`src/hdl/b64sc_pkg.sv`:
```
// ----------------------------------------------------------------------------
// b64sc_pkg
// Types, character constants and alphabet mapping functions shared by the
// base64 stream codec modules.
// ----------------------------------------------------------------------------
package b64sc_pkg;

  // One input item: a raw byte (encode) or an ASCII character (decode)
  typedef struct packed {
    logic [7:0] in_byte;
    logic       in_last;
  } in_item_t;

  // One result item
  typedef struct packed {
    logic [7:0] out_byte;
    logic       out_valid;
    logic       out_last;
  } out_item_t;

  // Work handed from the front end to the back end: up to four results.
  // Entry 0 goes out first. A job with no bytes and last set is a bare end mark.
  typedef struct packed {
    logic [3:0][7:0] chars;
    logic [2:0]      num;
    logic            last;
  } job_t;

  // Mode register values
  localparam logic MODE_ENCODE = 1'b0;
  localparam logic MODE_DECODE = 1'b1;

  // Character constants
  localparam logic [7:0] CHAR_PAD   = 8'h3D;  // '='
  localparam logic [7:0] CHAR_SPACE = 8'h20;
  localparam logic [7:0] CHAR_TAB   = 8'h09;

  // Number of results in a job
  localparam logic [2:0] NUM_NONE  = 3'd0;
  localparam logic [2:0] NUM_ONE   = 3'd1;
  localparam logic [2:0] NUM_TWO   = 3'd2;
  localparam logic [2:0] NUM_THREE = 3'd3;
  localparam logic [2:0] NUM_FOUR  = 3'd4;

  // Sextet to alphabet character
  function automatic logic [7:0] sextet_to_char(input logic [5:0] s);
    logic [7:0] w;
    w = {2'b00, s};
    if (s < 6'd26)       return 8'd65 + w;           // 'A'..'Z'
    else if (s < 6'd52)  return 8'd97 + w - 8'd26;   // 'a'..'z'
    else if (s < 6'd62)  return 8'd48 + w - 8'd52;   // '0'..'9'
    else if (s == 6'd62) return 8'h2B;               // '+'
    else                 return 8'h2F;               // '/'
  endfunction

  // Character to sextet; bit 6 set marks a character outside the alphabet
  function automatic logic [6:0] char_to_sextet(input logic [7:0] c);
    logic [7:0] d;
    d = 8'd0;
    if (c >= 8'h41 && c <= 8'h5A) begin
      d = c - 8'h41;
      return {1'b0, d[5:0]};
    end else if (c >= 8'h61 && c <= 8'h7A) begin
      d = c - 8'h61 + 8'd26;
      return {1'b0, d[5:0]};
    end else if (c >= 8'h30 && c <= 8'h39) begin
      d = c - 8'h30 + 8'd52;
      return {1'b0, d[5:0]};
    end else if (c == 8'h2B) begin
      return 7'd62;
    end else if (c == 8'h2F) begin
      return 7'd63;
    end else begin
      return 7'h40;
    end
  endfunction

endpackage

```
`src/hdl/b64sc_front.sv`:
```
// ----------------------------------------------------------------------------
// b64sc_front
// Accepts input items, keeps the group state and turns each item into a job
// of zero to four results for the back end.
// ----------------------------------------------------------------------------
module b64sc_front (
  input  logic               clk,
  input  logic               rst_n,
  input  logic               cfg_wr_en,
  input  logic               cfg_wr_data,
  input  logic               in_take,
  input  b64sc_pkg::in_item_t in_item,
  output logic               job_push,
  output b64sc_pkg::job_t    job
);
  import b64sc_pkg::*;

  logic        mode_r;
  logic [23:0] group_bits_r, group_bits_nxt;
  logic [1:0]  group_count_r, group_count_nxt;
  logic        stopped_r, stopped_nxt;
  logic        leading_r, leading_nxt;

  // Classify the item and work out the job and next state
  always_comb begin
    logic [7:0]  b;
    logic [1:0]  cm;
    logic [23:0] g;
    logic [6:0]  sx;
    logic [2:0]  cnt3;

    b    = in_item.in_byte;
    cm   = 2'd0;
    g    = group_bits_r;
    sx   = char_to_sextet(b);
    cnt3 = {1'b0, group_count_r} + 3'd1;

    group_bits_nxt  = group_bits_r;
    group_count_nxt = group_count_r;
    stopped_nxt     = stopped_r;
    leading_nxt     = leading_r;
    job.chars       = '0;
    job.num         = NUM_NONE;
    job.last        = in_item.in_last;

    if (mode_r == MODE_ENCODE) begin
      // byte slot within the group of three
      cm = (group_count_r == 2'd3) ? 2'd0 : group_count_r;
      case (cm)
        2'd0:    g[23:16] = g[23:16] | b;
        2'd1:    g[15:8]  = g[15:8]  | b;
        default: g[7:0]   = g[7:0]   | b;
      endcase
      if (cm == 2'd2 || in_item.in_last) begin
        job.chars[0] = sextet_to_char(g[23:18]);
        job.chars[1] = sextet_to_char(g[17:12]);
        job.chars[2] = (cm == 2'd0) ? CHAR_PAD : sextet_to_char(g[11:6]);
        job.chars[3] = (cm != 2'd2) ? CHAR_PAD : sextet_to_char(g[5:0]);
        job.num         = NUM_FOUR;
        group_bits_nxt  = '0;
        group_count_nxt = 2'd0;
      end else begin
        group_bits_nxt  = g;
        group_count_nxt = cm + 2'd1;
      end
    end else if (!stopped_r) begin
      if (leading_r && (b == CHAR_SPACE || b == CHAR_TAB)) begin
        // leading white space is skipped
      end else begin
        leading_nxt = 1'b0;
        if (!sx[6]) begin
          case (group_count_r)
            2'd0:    g[23:18] = g[23:18] | sx[5:0];
            2'd1:    g[17:12] = g[17:12] | sx[5:0];
            2'd2:    g[11:6]  = g[11:6]  | sx[5:0];
            default: g[5:0]   = g[5:0]   | sx[5:0];
          endcase
          if (group_count_r == 2'd3) begin
            job.chars[0]    = g[23:16];
            job.chars[1]    = g[15:8];
            job.chars[2]    = g[7:0];
            job.num         = NUM_THREE;
            group_bits_nxt  = '0;
            group_count_nxt = 2'd0;
          end else begin
            group_bits_nxt  = g;
            group_count_nxt = cnt3[1:0];
          end
        end else begin
          // stop character: flush the partial group
          job.chars[0]    = g[23:16];
          job.chars[1]    = g[15:8];
          job.num         = (group_count_r == 2'd3) ? NUM_TWO :
                            (group_count_r == 2'd2) ? NUM_ONE : NUM_NONE;
          stopped_nxt     = 1'b1;
          group_bits_nxt  = '0;
          group_count_nxt = 2'd0;
        end
      end
    end

    // end of message returns to the start state
    if (in_item.in_last) begin
      group_bits_nxt  = '0;
      group_count_nxt = 2'd0;
      stopped_nxt     = 1'b0;
      leading_nxt     = 1'b1;
    end
  end

  assign job_push = in_take && (job.num != NUM_NONE || job.last);

  // State registers; a mode write restarts the message
  always_ff @(posedge clk) begin
    if (!rst_n) begin
      mode_r        <= MODE_ENCODE;
      group_bits_r  <= '0;
      group_count_r <= 2'd0;
      stopped_r     <= 1'b0;
      leading_r     <= 1'b1;
    end else if (cfg_wr_en) begin
      mode_r        <= cfg_wr_data;
      group_bits_r  <= '0;
      group_count_r <= 2'd0;
      stopped_r     <= 1'b0;
      leading_r     <= 1'b1;
    end else if (in_take) begin
      group_bits_r  <= group_bits_nxt;
      group_count_r <= group_count_nxt;
      stopped_r     <= stopped_nxt;
      leading_r     <= leading_nxt;
    end
  end

  // Encode groups hold at most two bytes between transfers
  a_enc_count: assert property (@(posedge clk) disable iff (!rst_n)
    mode_r == MODE_ENCODE |-> group_count_r != 2'd3)
    else $error("encode group count out of range");

  // A final item leaves the message state at its start
  a_last_clears: assert property (@(posedge clk) disable iff (!rst_n)
    in_take && in_item.in_last |=> group_count_r == 2'd0 && leading_r && !stopped_r)
    else $error("message state not cleared after last item");

  // Nothing is gathered once decoding has stopped
  a_stopped_empty: assert property (@(posedge clk) disable iff (!rst_n)
    stopped_r |-> group_count_r == 2'd0 && group_bits_r == 24'd0)
    else $error("group state held after stop character");

endmodule

```
`src/hdl/b64sc_jobq.sv`:
```
// ----------------------------------------------------------------------------
// b64sc_jobq
// Small FIFO of jobs between the front end and the back end. DEPTH must be a
// power of two, two or more.
// ----------------------------------------------------------------------------
module b64sc_jobq #(
  parameter int DEPTH = 2
) (
  input  logic            clk,
  input  logic            rst_n,
  input  logic            wr_en,
  input  b64sc_pkg::job_t wr_data,
  input  logic            rd_en,
  output b64sc_pkg::job_t rd_data,
  output logic            full,
  output logic            empty
);
  import b64sc_pkg::*;

  localparam int PTR_W = $clog2(DEPTH);
  localparam int CNT_W = $clog2(DEPTH + 1);

  job_t             mem_r [DEPTH];
  logic [PTR_W-1:0] wr_ptr_r, rd_ptr_r;
  logic [CNT_W-1:0] count_r;
  logic             do_wr, do_rd;

  assign full    = (count_r == CNT_W'(DEPTH));
  assign empty   = (count_r == '0);
  assign do_wr   = wr_en && !full;
  assign do_rd   = rd_en && !empty;
  assign rd_data = mem_r[rd_ptr_r];

  // Storage
  always_ff @(posedge clk) begin
    if (do_wr) begin
      mem_r[wr_ptr_r] <= wr_data;
    end
  end

  // Pointers and fill count; pointers wrap at the power-of-two depth
  always_ff @(posedge clk) begin
    if (!rst_n) begin
      wr_ptr_r <= '0;
      rd_ptr_r <= '0;
      count_r  <= '0;
    end else begin
      if (do_wr) wr_ptr_r <= wr_ptr_r + PTR_W'(1);
      if (do_rd) rd_ptr_r <= rd_ptr_r + PTR_W'(1);
      if (do_wr && !do_rd)      count_r <= count_r + CNT_W'(1);
      else if (do_rd && !do_wr) count_r <= count_r - CNT_W'(1);
    end
  end

  a_count_range: assert property (@(posedge clk) disable iff (!rst_n)
    count_r <= CNT_W'(DEPTH))
    else $error("job queue count exceeds depth");

  a_ptr_gap: assert property (@(posedge clk) disable iff (!rst_n)
    !full |-> PTR_W'(wr_ptr_r - rd_ptr_r) == count_r[PTR_W-1:0])
    else $error("job queue pointers disagree with count");

  a_write_lands: assert property (@(posedge clk) disable iff (!rst_n)
    do_wr && !do_rd |=> !empty)
    else $error("job queue lost a write");

endmodule

```
`src/hdl/b64sc_back.sv`:
```
// ----------------------------------------------------------------------------
// b64sc_back
// Steps through the job at the head of the queue and presents one result per
// transfer, with the end mark on the final result of a message.
// ----------------------------------------------------------------------------
module b64sc_back (
  input  logic                 clk,
  input  logic                 rst_n,
  input  b64sc_pkg::job_t      head,
  input  logic                 q_empty,
  output logic                 q_rd,
  input  logic                 pop,
  output logic                 empty,
  output b64sc_pkg::out_item_t out_item
);
  import b64sc_pkg::*;

  logic [1:0] idx_r;
  logic [1:0] last_idx;
  logic       at_end;
  logic       take;
  logic [2:0] num_m1;

  assign num_m1   = head.num - 3'd1;
  assign last_idx = (head.num == NUM_NONE) ? 2'd0 : num_m1[1:0];
  assign at_end   = (idx_r == last_idx);
  assign empty    = q_empty;
  assign take     = pop && !q_empty;
  assign q_rd     = take && at_end;

  // Result fields from the head job
  always_comb begin
    out_item.out_valid = (head.num != NUM_NONE);
    out_item.out_byte  = out_item.out_valid ? head.chars[idx_r] : 8'd0;
    out_item.out_last  = head.last && at_end;
  end

  // Position within the head job
  always_ff @(posedge clk) begin
    if (!rst_n) begin
      idx_r <= 2'd0;
    end else if (take) begin
      idx_r <= at_end ? 2'd0 : idx_r + 2'd1;
    end
  end

  a_idx_in_job: assert property (@(posedge clk) disable iff (!rst_n)
    !q_empty |-> idx_r <= last_idx)
    else $error("result index beyond job");

  a_idx_idle: assert property (@(posedge clk) disable iff (!rst_n)
    q_empty |-> idx_r == 2'd0)
    else $error("result index not at start with no job");

  a_job_done: assert property (@(posedge clk) disable iff (!rst_n)
    q_rd |-> head.last == out_item.out_last)
    else $error("end mark not on final result of job");

endmodule

```
`src/hdl/base64_stream_codec.sv`:
```
// ----------------------------------------------------------------------------
// base64_stream_codec
// Standard-alphabet base64 encoder/decoder, one byte per input transfer.
//
//   Channel  Ports                        Transfer when
//   input    in_item, push, full          push && !full
//   result   out_item, empty, pop         pop && !empty
//   config   cfg_wr_en, cfg_wr_data       cfg_wr_en (mode; restarts message)
//
// An input transfer is classified in the cycle it is taken and queued as a
// job; the first result can be popped the next cycle. The back end gives one
// result per cycle while pop is high and a job is queued, so the result side
// sets the rate: 4 results per 3 bytes encoded, 3 per 4 characters decoded.
// full rises when JOBQ_DEPTH jobs wait; empty is low while a job is queued.
// Reset is synchronous and active low.
// ----------------------------------------------------------------------------
module base64_stream_codec #(
  parameter int JOBQ_DEPTH = 2
) (
  input  logic                 clk,
  input  logic                 rst_n,
  input  logic                 cfg_wr_en,
  input  logic                 cfg_wr_data,
  input  b64sc_pkg::in_item_t  in_item,
  input  logic                 push,
  output logic                 full,
  output b64sc_pkg::out_item_t out_item,
  output logic                 empty,
  input  logic                 pop
);
  import b64sc_pkg::*;

  logic in_take;
  logic job_push;
  job_t job;
  job_t head;
  logic q_rd;
  logic q_empty;

  assign in_take = push && !full;

  // Front end: classify input transfers into jobs
  b64sc_front u_front (
    .clk        (clk),
    .rst_n      (rst_n),
    .cfg_wr_en  (cfg_wr_en),
    .cfg_wr_data(cfg_wr_data),
    .in_take    (in_take),
    .in_item    (in_item),
    .job_push   (job_push),
    .job        (job)
  );

  // Job queue between the two ends
  b64sc_jobq #(
    .DEPTH(JOBQ_DEPTH)
  ) u_jobq (
    .clk    (clk),
    .rst_n  (rst_n),
    .wr_en  (job_push),
    .wr_data(job),
    .rd_en  (q_rd),
    .rd_data(head),
    .full   (full),
    .empty  (q_empty)
  );

  // Back end: one result per transfer
  b64sc_back u_back (
    .clk     (clk),
    .rst_n   (rst_n),
    .head    (head),
    .q_empty (q_empty),
    .q_rd    (q_rd),
    .pop     (pop),
    .empty   (empty),
    .out_item(out_item)
  );

endmodule

```
`config.mk`:
```
export PLATFORM = sky130hd
export DESIGN_NAME = base64_stream_codec
export DESIGN_NICKNAME = d
export VERILOG_FILES = /design/src/hdl/b64sc_pkg.sv /design/src/hdl/b64sc_front.sv /design/src/hdl/b64sc_jobq.sv /design/src/hdl/b64sc_back.sv /design/src/hdl/base64_stream_codec.sv
export SDC_FILE = /design/constraint.sdc
export NUM_CORES = 1
export LEC_CHECK = 0
export BUFFER_PORTS_ARGS = -buffer_cell sky130_fd_sc_hd__buf_2
export CAP_MARGIN = 15
export CELL_PAD_IN_SITES_DETAIL_PLACEMENT = 1
export CELL_PAD_IN_SITES_GLOBAL_PLACEMENT = 2
export CORE_MARGIN = 8
export CORE_UTILIZATION = 41
export DETAILED_ROUTE_END_ITERATION = 10
export GPL_ROUTABILITY_DRIVEN = 0
export PLACE_DENSITY_LB_ADDON = 0.12
export SETUP_SLACK_MARGIN = 0.3
export SYNTH_ARGS = -nofsm -noshare
export SYNTH_HDL_FRONTEND = slang
export SYNTH_SLANG_ARGS = --single-unit
```
`constraint.sdc`:
```
create_clock -name clk -period 4.5 [get_ports clk]
set_clock_uncertainty 0.2 [all_clocks]
set_input_delay 0.225 -clock clk [delete_from_list [all_inputs] [get_ports clk]]
set_output_delay 0.225 -clock clk [all_outputs]
set_load 0.02 [all_outputs]
```
==> results by group, run 1 <==
Pwr
  – Switching power: 0.000860 W
  – Comb pwr share: 0.238
  – Sw frac: 0.332
  – Int Pwr: 0.00173 W
  – Peak supply drop: 243 uV
  – Flop pwr share: 0.437
  – Power per cell area: 298 mW/mm2
  – LEAKAGE: around 3.2 nW
  – Clock share of power: 0.325

STA
  – Max-slew violation count: 0
  – Final period utilization: 0.893
  – Worst-margin pin slew: 1140 ps
  – Period minus WS final: 4020 ps
  – Worst slew margin: 0.232
  – Final setup viols: 0
  – Setup TNS: 0 ps
  – RSZ-0062 raised after global routing: false
  – Endpoints failing hold: 0
  – Max Freq: about 0.25 GHz
  – Hold_ws: between 20 and 25 ps

Cells and area
  – Most common cell after layout, fill and taps aside: edfxtp_1
  – Area grow syn2layout: 9.30%
  – Diode count: 0
  – Share of layout cells above drive strength 1: 0.136
  – Most frequent cells in the layout: 72 x edfxtp_1, 63 x a21oi_1, 57 x ha_1
  – Nets: roughly 920

Die
  – Die area: 0.0241 mm2
  – Die Ht: 155 um
  – Core Rows: about 50
  – Die width: ~160 um
  – I/O pin count: 27
  – Area of the core: 0.0193 mm2
  – Initial Util: 0.412

Synth
  – Syn_nets: 907
  – Top cell type by total area after synthesis: edfxtp_1
  – Number of synthesized flops with an enable pin: 72
  – Synth top area share: 0.272
  – Synth cell types: 82
  – Count of state elements after synthesis: 108
  – Seq/Total Area, Yosys: 0.363
  – Ys Warns: 0
  – Async set or reset register ratio after synthesis: 0
  – Synth top area cells: edfxtp_1 27%, dfxtp_1 9.1%, ha_1 9.0%
  – Synth Area per Inst: 9.52 um2
  – Syn Inst Count: 835
  – Synth Flop Type: edfxtp_1
  – Post-Syn Area: 0.00795 mm2

Clock network
  – Clock sink count: 108
  – H-tree levels: 3
  – Total CTS buffers: 9
  – Clock buffer depth: 2
  – Worst skew pair latency: 370 ps
  – CTS tree: yes
  – Root Buffer: clkbuf_16
  – Clk pin slew, worst setup/hold paths: about 80 ps

Routing
  – Drt initial violations: 563
  – Vias: 7,083
  – Post-DRT Antenna Nets: 0
  – Wire per inst: 25.1 um
  – Final wirelength: 28.1 mm
  – Vias/cell: 6.33
  – Drc violations: 0
  – DRT Pass-1 Iters: 5

Setup path
  – Arrival time worst endpoint: slightly below 4000 ps
  – CP endpoint kind: flop
  – R2R setup slack: roughly 480 ps
  – Critical Path Fanout Max: 9
  – FF-to-FF path depth: 13
  – Startpoint types: flop
  – Worst Path Required: ~4400 ps
  – Critical path class: reg -> reg
  – Worst R2R End: u_jobq.mem_r[1][10]$_DFFE_PP_
  – R2R Path Start: u_front.group_count_r[0]$_SDFFE_PP0P_

GRT
  – Grt ovf: 0
  – Initial antenna violation count: 0
  – GRT Total Usage: 0.231
  – Number of global-route vias before repair: ~7,200
  – First-pass GRT wire length: 43.0 mm
  – Largest net degree at the start of global routing: 37

Hold path
  – Min-delay src: push
  – Worst Hold Path EP: u_front.leading_r$_SDFFE_PP1P_
  – Min-Delay Path Class: in -> reg
  – Worst Hold Path Cells: 3

Status
  – Status: finished clean

Place
  – Post-DP HPWL: 20.7 mm
  – Port Buffers: 26

Run
  – Max_cap viols: 0
[repair_timing]
action | 4_1_cts | 5_1_grt
endpoints found under the hold margin | 4 | 0
setup buffers | 0 | 0
gates resized for setup | 0 | 0
hold buffers | 4 | 0
[metal layers]
layer | part of all wire | up-vias | track usage
met5 | 0 | - | 0
met4 | 0.029 | 0 | 0.0873
met3 | 0.047 | 46 | 0.0255
met2 | 0.46 | 240 | 0.374
met1 | 0.47 | 3599 | 0.314
li1 | - | 3198 | -
[state kept, by name, indices dropped and copies added, names as in the netlist, named ones only]
register and cells:
u_jobq.mem_r 72, u_front.group_bits_r 24, u_back.idx_r 2, u_front.group_count_r 2, u_jobq.count_r 2, u_front.leading_r 1, u_front.mode_r 1, u_front.stopped_r 1
u_jobq.rd_ptr_r 1, u_jobq.wr_ptr_r 1
[layout make-up]
| cell class | count | area (um2) |
|---|---|---|
| multi-input combinational | 630 | 4640 |
| sequential | 108 | 2880 |
| clock buffer | 9 | 225 |
| inverter | 48 | 183 |
| fill | 2225 | 10600 |
| timing repair buffer | 52 | 335 |
| tap | 265 | 332 |
| clock inverter | 7 | 86.3 |
[synthesized netlist by cell type, types with 13 or more instances]
cell type / n
o22ai_1: 21
inv_1: 44
mux4_2: 16
a31oi_1: 22
nand2_1: 49
nor2_1: 44
nand3_1: 17
mux2i_1: 17
clkbuf_1: 21
nor3_1: 21
o21ai_0: 51
ha_1: 57
a21oi_1: 63
nor2b_1: 16
nand2b_1: 13
a21o_1: 18
buf_2: 17
and3_1: 13
dfxtp_1: 36
o211ai_1: 17
edfxtp_1: 72
[cells by family (layout without fill, tap and decap cells)]
logic type	Yosys count	after routing	share of synthesized area
adders and majority gates	57	57	0.0897
buffers and inverters	97	116	0.0545
muxes	38	38	0.0738
and+or+nand+nor	210	210	0.135
DFF	108	108	0.363
xor gates and xnor gates	24	24	0.0264
AOI/OAI and AO/OA	301	301	0.258
[critical path, cell delays in order (launching register included)]
cell and delay, ps:
dfxtp_1 420, inv_1 130, ha_1 380, buf_4 210
inv_1 270, a21o_1 370, inv_1 210, ha_1 260
o21a_1 170, o31a_1 140, nand2b_1 290, o211ai_1 170
a31oi_1 170, a221o_1 360
[metrics by stage]
step	setup WS, ps	area (um2)	power (W)	cells	util
final	483	8690	0.00259	1119	0.451
after global placement	689	8340	0.00175	1099	0.433
after floorplan	608	7950	0.00156	835	-
after global routing	361	8690	0.00268	1119	0.451
after detailed placement	571	8340	0.00176	1099	0.433
after CTS	567	8690	0.00259	1119	0.451
[how the worst max path moves through the flow]
stage / startpoint / endpoint / slack [ps]
finish: u_front.group_count_r[0]$_SDFFE_PP0P_ / u_jobq.mem_r[1][10]$_DFFE_PP_ / 480
global route: u_front.group_count_r[1]$_SDFFE_PP0P_ / u_jobq.mem_r[0][16]$_DFFE_PP_ / 360
CTS: u_front.group_count_r[0]$_SDFFE_PP0P_ / u_jobq.mem_r[1][7]$_DFFE_PP_ / 570
detailed placement: u_front.group_count_r[0]$_SDFFE_PP0P_ / u_jobq.mem_r[1][7]$_DFFE_PP_ / 570
global placement: u_front.group_count_r[0]$_SDFFE_PP0P_ / u_jobq.mem_r[1][6]$_DFFE_PP_ / 690
floorplan: in_item[3] / u_jobq.mem_r[0][0]$_DFFE_PP_ / 610
[power groups by stage]
stage	logic (W)	registers, W	clock network, W
floorplan	0.000418	0.00114	0
global placement	0.000596	0.00115	0
detailed placement	0.000607	0.00115	0
CTS	0.000613	0.00113	0.000849
global route	0.000664	0.00113	0.000883
finish	0.000616	0.00113	0.000841
No activity file was read; power rests on OpenSTA's default activity.
==> run 2, diff against run 1 <==
--- a/config.mk
+++ b/config.mk
@@ -5,7 +5,7 @@
 export SDC_FILE = /design/constraint.sdc
 export NUM_CORES = 1
 export LEC_CHECK = 0
-export BUFFER_PORTS_ARGS = -buffer_cell sky130_fd_sc_hd__buf_2
+export BUFFER_PORTS_ARGS = -buffer_cell sky130_fd_sc_hd__buf_4
 export CAP_MARGIN = 15
 export CELL_PAD_IN_SITES_DETAIL_PLACEMENT = 1
 export CELL_PAD_IN_SITES_GLOBAL_PLACEMENT = 2
@@ -15,6 +15,7 @@
 export GPL_ROUTABILITY_DRIVEN = 0
 export PLACE_DENSITY_LB_ADDON = 0.12
 export SETUP_SLACK_MARGIN = 0.3
+export SLEW_MARGIN = 30
 export SYNTH_ARGS = -nofsm -noshare
 export SYNTH_HDL_FRONTEND = slang
 export SYNTH_SLANG_ARGS = --single-unit
==> run 2 against run 1 <==
Routed wire length fell by 2.2%. Sequential power barely moved. Combinational power up 3%.
==> results by group, run 2 (same netlist as run 1, synthesis figures left out) <==
Cells and area
  – Number of flip-flops in the largest register: 72
  – Reg area: 0.00288 mm2
  – Share of layout cells above drive strength 1: 0.135
  – Most common cell after layout, fill and taps aside: edfxtp_1
  – Biggest regs: u_jobq.mem_r: 72 flops, u_front.group_bits_r: 24 flops
  – Fillers: about 2,200
  – Nets: 920
  – Diode count: 0
  – Most flops, register: u_jobq.mem_r
  – Area grow syn2layout: 10.0%
  – Final core utilization: 0.454
  – Most frequent cells in the layout: 72 x edfxtp_1, 62 x a21oi_1, 57 x ha_1
  – Area occupied by multi-input gates: 0.00465 mm2

Routing
  – Post-DRT Antenna Nets: 0
  – Drc violations: 0
  – Drt initial violations: 504
  – Vias: 6,921
  – Vias/cell: 6.19
  – DRT Pass-1 Iters: 5
  – Final wirelength: 27.4 mm
  – Wire per inst: 24.5 um

Die
  – Core Rows: 51
  – Die width: 155 um
  – Area of the core: 0.0193 mm2
  – I/O pin count: 27
  – Die area: 0.0241 mm2
  – Initial Util: 0.412
  – Die Ht: 155 um

Clock network
  – Clock sink count: 108
  – Clk pin slew, worst setup/hold paths: 90 ps
  – Root Buffer: clkbuf_16
  – H-tree levels: 3
  – Total CTS buffers: 9
  – Worst skew pair latency: 370 ps
  – CTS tree: yes
  – Post-CTS setup buffer count: 0
  – Clock buffer depth: 2

Pwr
  – Switching power: 0.000835 W
  – Power Total: 0.00257 W
  – Peak supply drop: 210 uV
  – Power per cell area: a little under 300 mW/mm2
  – Flop pwr share: 0.439
  – Clock share of power: 0.315
  – Sw frac: 0.325
  – Comb pwr share: 0.246
  – LEAKAGE: 3.19 nW
  – Int Pwr: 0.00174 W

Setup path
  – R2R setup slack: ~620 ps
  – Critical path class: reg -> reg
  – Critical Path Fanout Max: 17
  – Arrival time worst endpoint: 3730 ps
  – Startpoint types: flop
  – CP endpoint kind: flop
  – Worst Path Required: 4350 ps

STA
  – Final setup viols: 0
  – Final period utilization: 0.862
  – Max-slew violation count: 0
  – RSZ-0062 raised after global routing: false
  – Worst slew margin: 0.396
  – Setup TNS: 0 ps
  – Endpoints failing hold: 0
  – Period minus WS final: 3880 ps
  – Max Freq: 0.258 GHz
  – Worst-margin pin slew: 899 ps

GRT
  – GRT Total Usage: 0.229
  – Number of global-route vias before repair: 7,093
  – Grt ovf: 0
  – First-pass GRT wire length: 42.2 mm
  – Largest net degree at the start of global routing: 37
  – Initial antenna violation count: 0

Hold path
  – Min-Delay Path Class: in -> reg

Place
  – Post-DP HPWL: 20.9 mm
  – Port Buffers: 26

Status
  – Status: finished clean

Run
  – Max_cap viols: 0
-- run 2: routing by layer --
| metal | GRT usage | wire [um] | vias to the layer above |
|---|---|---|---|
| met3 | 0.0347 | 1170 | 33 |
| met2 | 0.394 | 13600 | 171 |
| met5 | 0 | 0 | - |
| li1 | - | - | 3197 |
| met1 | 0.288 | 12100 | 3520 |
| met4 | 0.0735 | 565 | 0 |
-- run 2: final timing paths --
check,start,to,depth (start not counted)
worst max-delay path,u_front.group_count_r[1]$_SDFFE_PP0P_,u_jobq.mem_r[0][24]$_DFFE_PP_,10
worst min-delay path,in_item[8],u_front.group_bits_r[23]$_SDFFE_PP0P_,3
worst max register to register,u_front.group_count_r[1]$_SDFFE_PP0P_,u_jobq.mem_r[0][24]$_DFFE_PP_,10
worst min register to register,u_jobq.wr_ptr_r$_SDFFE_PN0P_,u_jobq.wr_ptr_r$_SDFFE_PN0P_,2
-- run 2: timing repair --
item | CTS | global route
hold endpoints to repair | 11 | 0
resized for setup | 0 | 2
hold buffers | 6 | 0
setup endpoints to repair | 0 | 10
-- run 2: layout make-up --
class | instances | share of cell area
Clock buffer | 9 | 0.0258
Clock inverter | 7 | 0.00830
Inverter | 48 | 0.0209
Multi-Input combinational cell | 630 | 0.532
Sequential cell | 108 | 0.330
Tap cell | 265 | 0.0379
Timing Repair Buffer | 51 | 0.0455
-- run 2: per-stage QoR --
stage | std cells | hold slack [ps] | cell area (um2) | worst slack [ps]
after floorplan | 835 | 124 | 7950 | 608
after global routing | 1118 | 37.2 | 8740 | 384
after detailed placement | 1096 | 289 | 8380 | 478
after CTS | 1118 | 11.4 | 8740 | 444
after global placement | 1096 | 249 | 8380 | 543
final | 1118 | 25.7 | 8740 | 619
-- run 2: worst max-delay path, cell delays in order, from the launching register on --
cell	delay [ps]
dfxtp_1	380
inv_1	100
ha_1	550
a21o_1	370
inv_1	130
ha_1	260
and2_1	180
a221oi_4	620
o21ai_0	270
o211ai_1	250
o221ai_1	250
-- run 2: power groups by stage --
stage | Combinational (W) | Sequential (W) | Clock, W
floorplan | 0.000418 | 0.00114 | 0
global placement | 0.000610 | 0.00115 | 0
detailed placement | 0.000625 | 0.00115 | 0
CTS | 0.000632 | 0.00113 | 0.000822
global route | 0.000681 | 0.00113 | 0.000859
finish | 0.000632 | 0.00113 | 0.000810
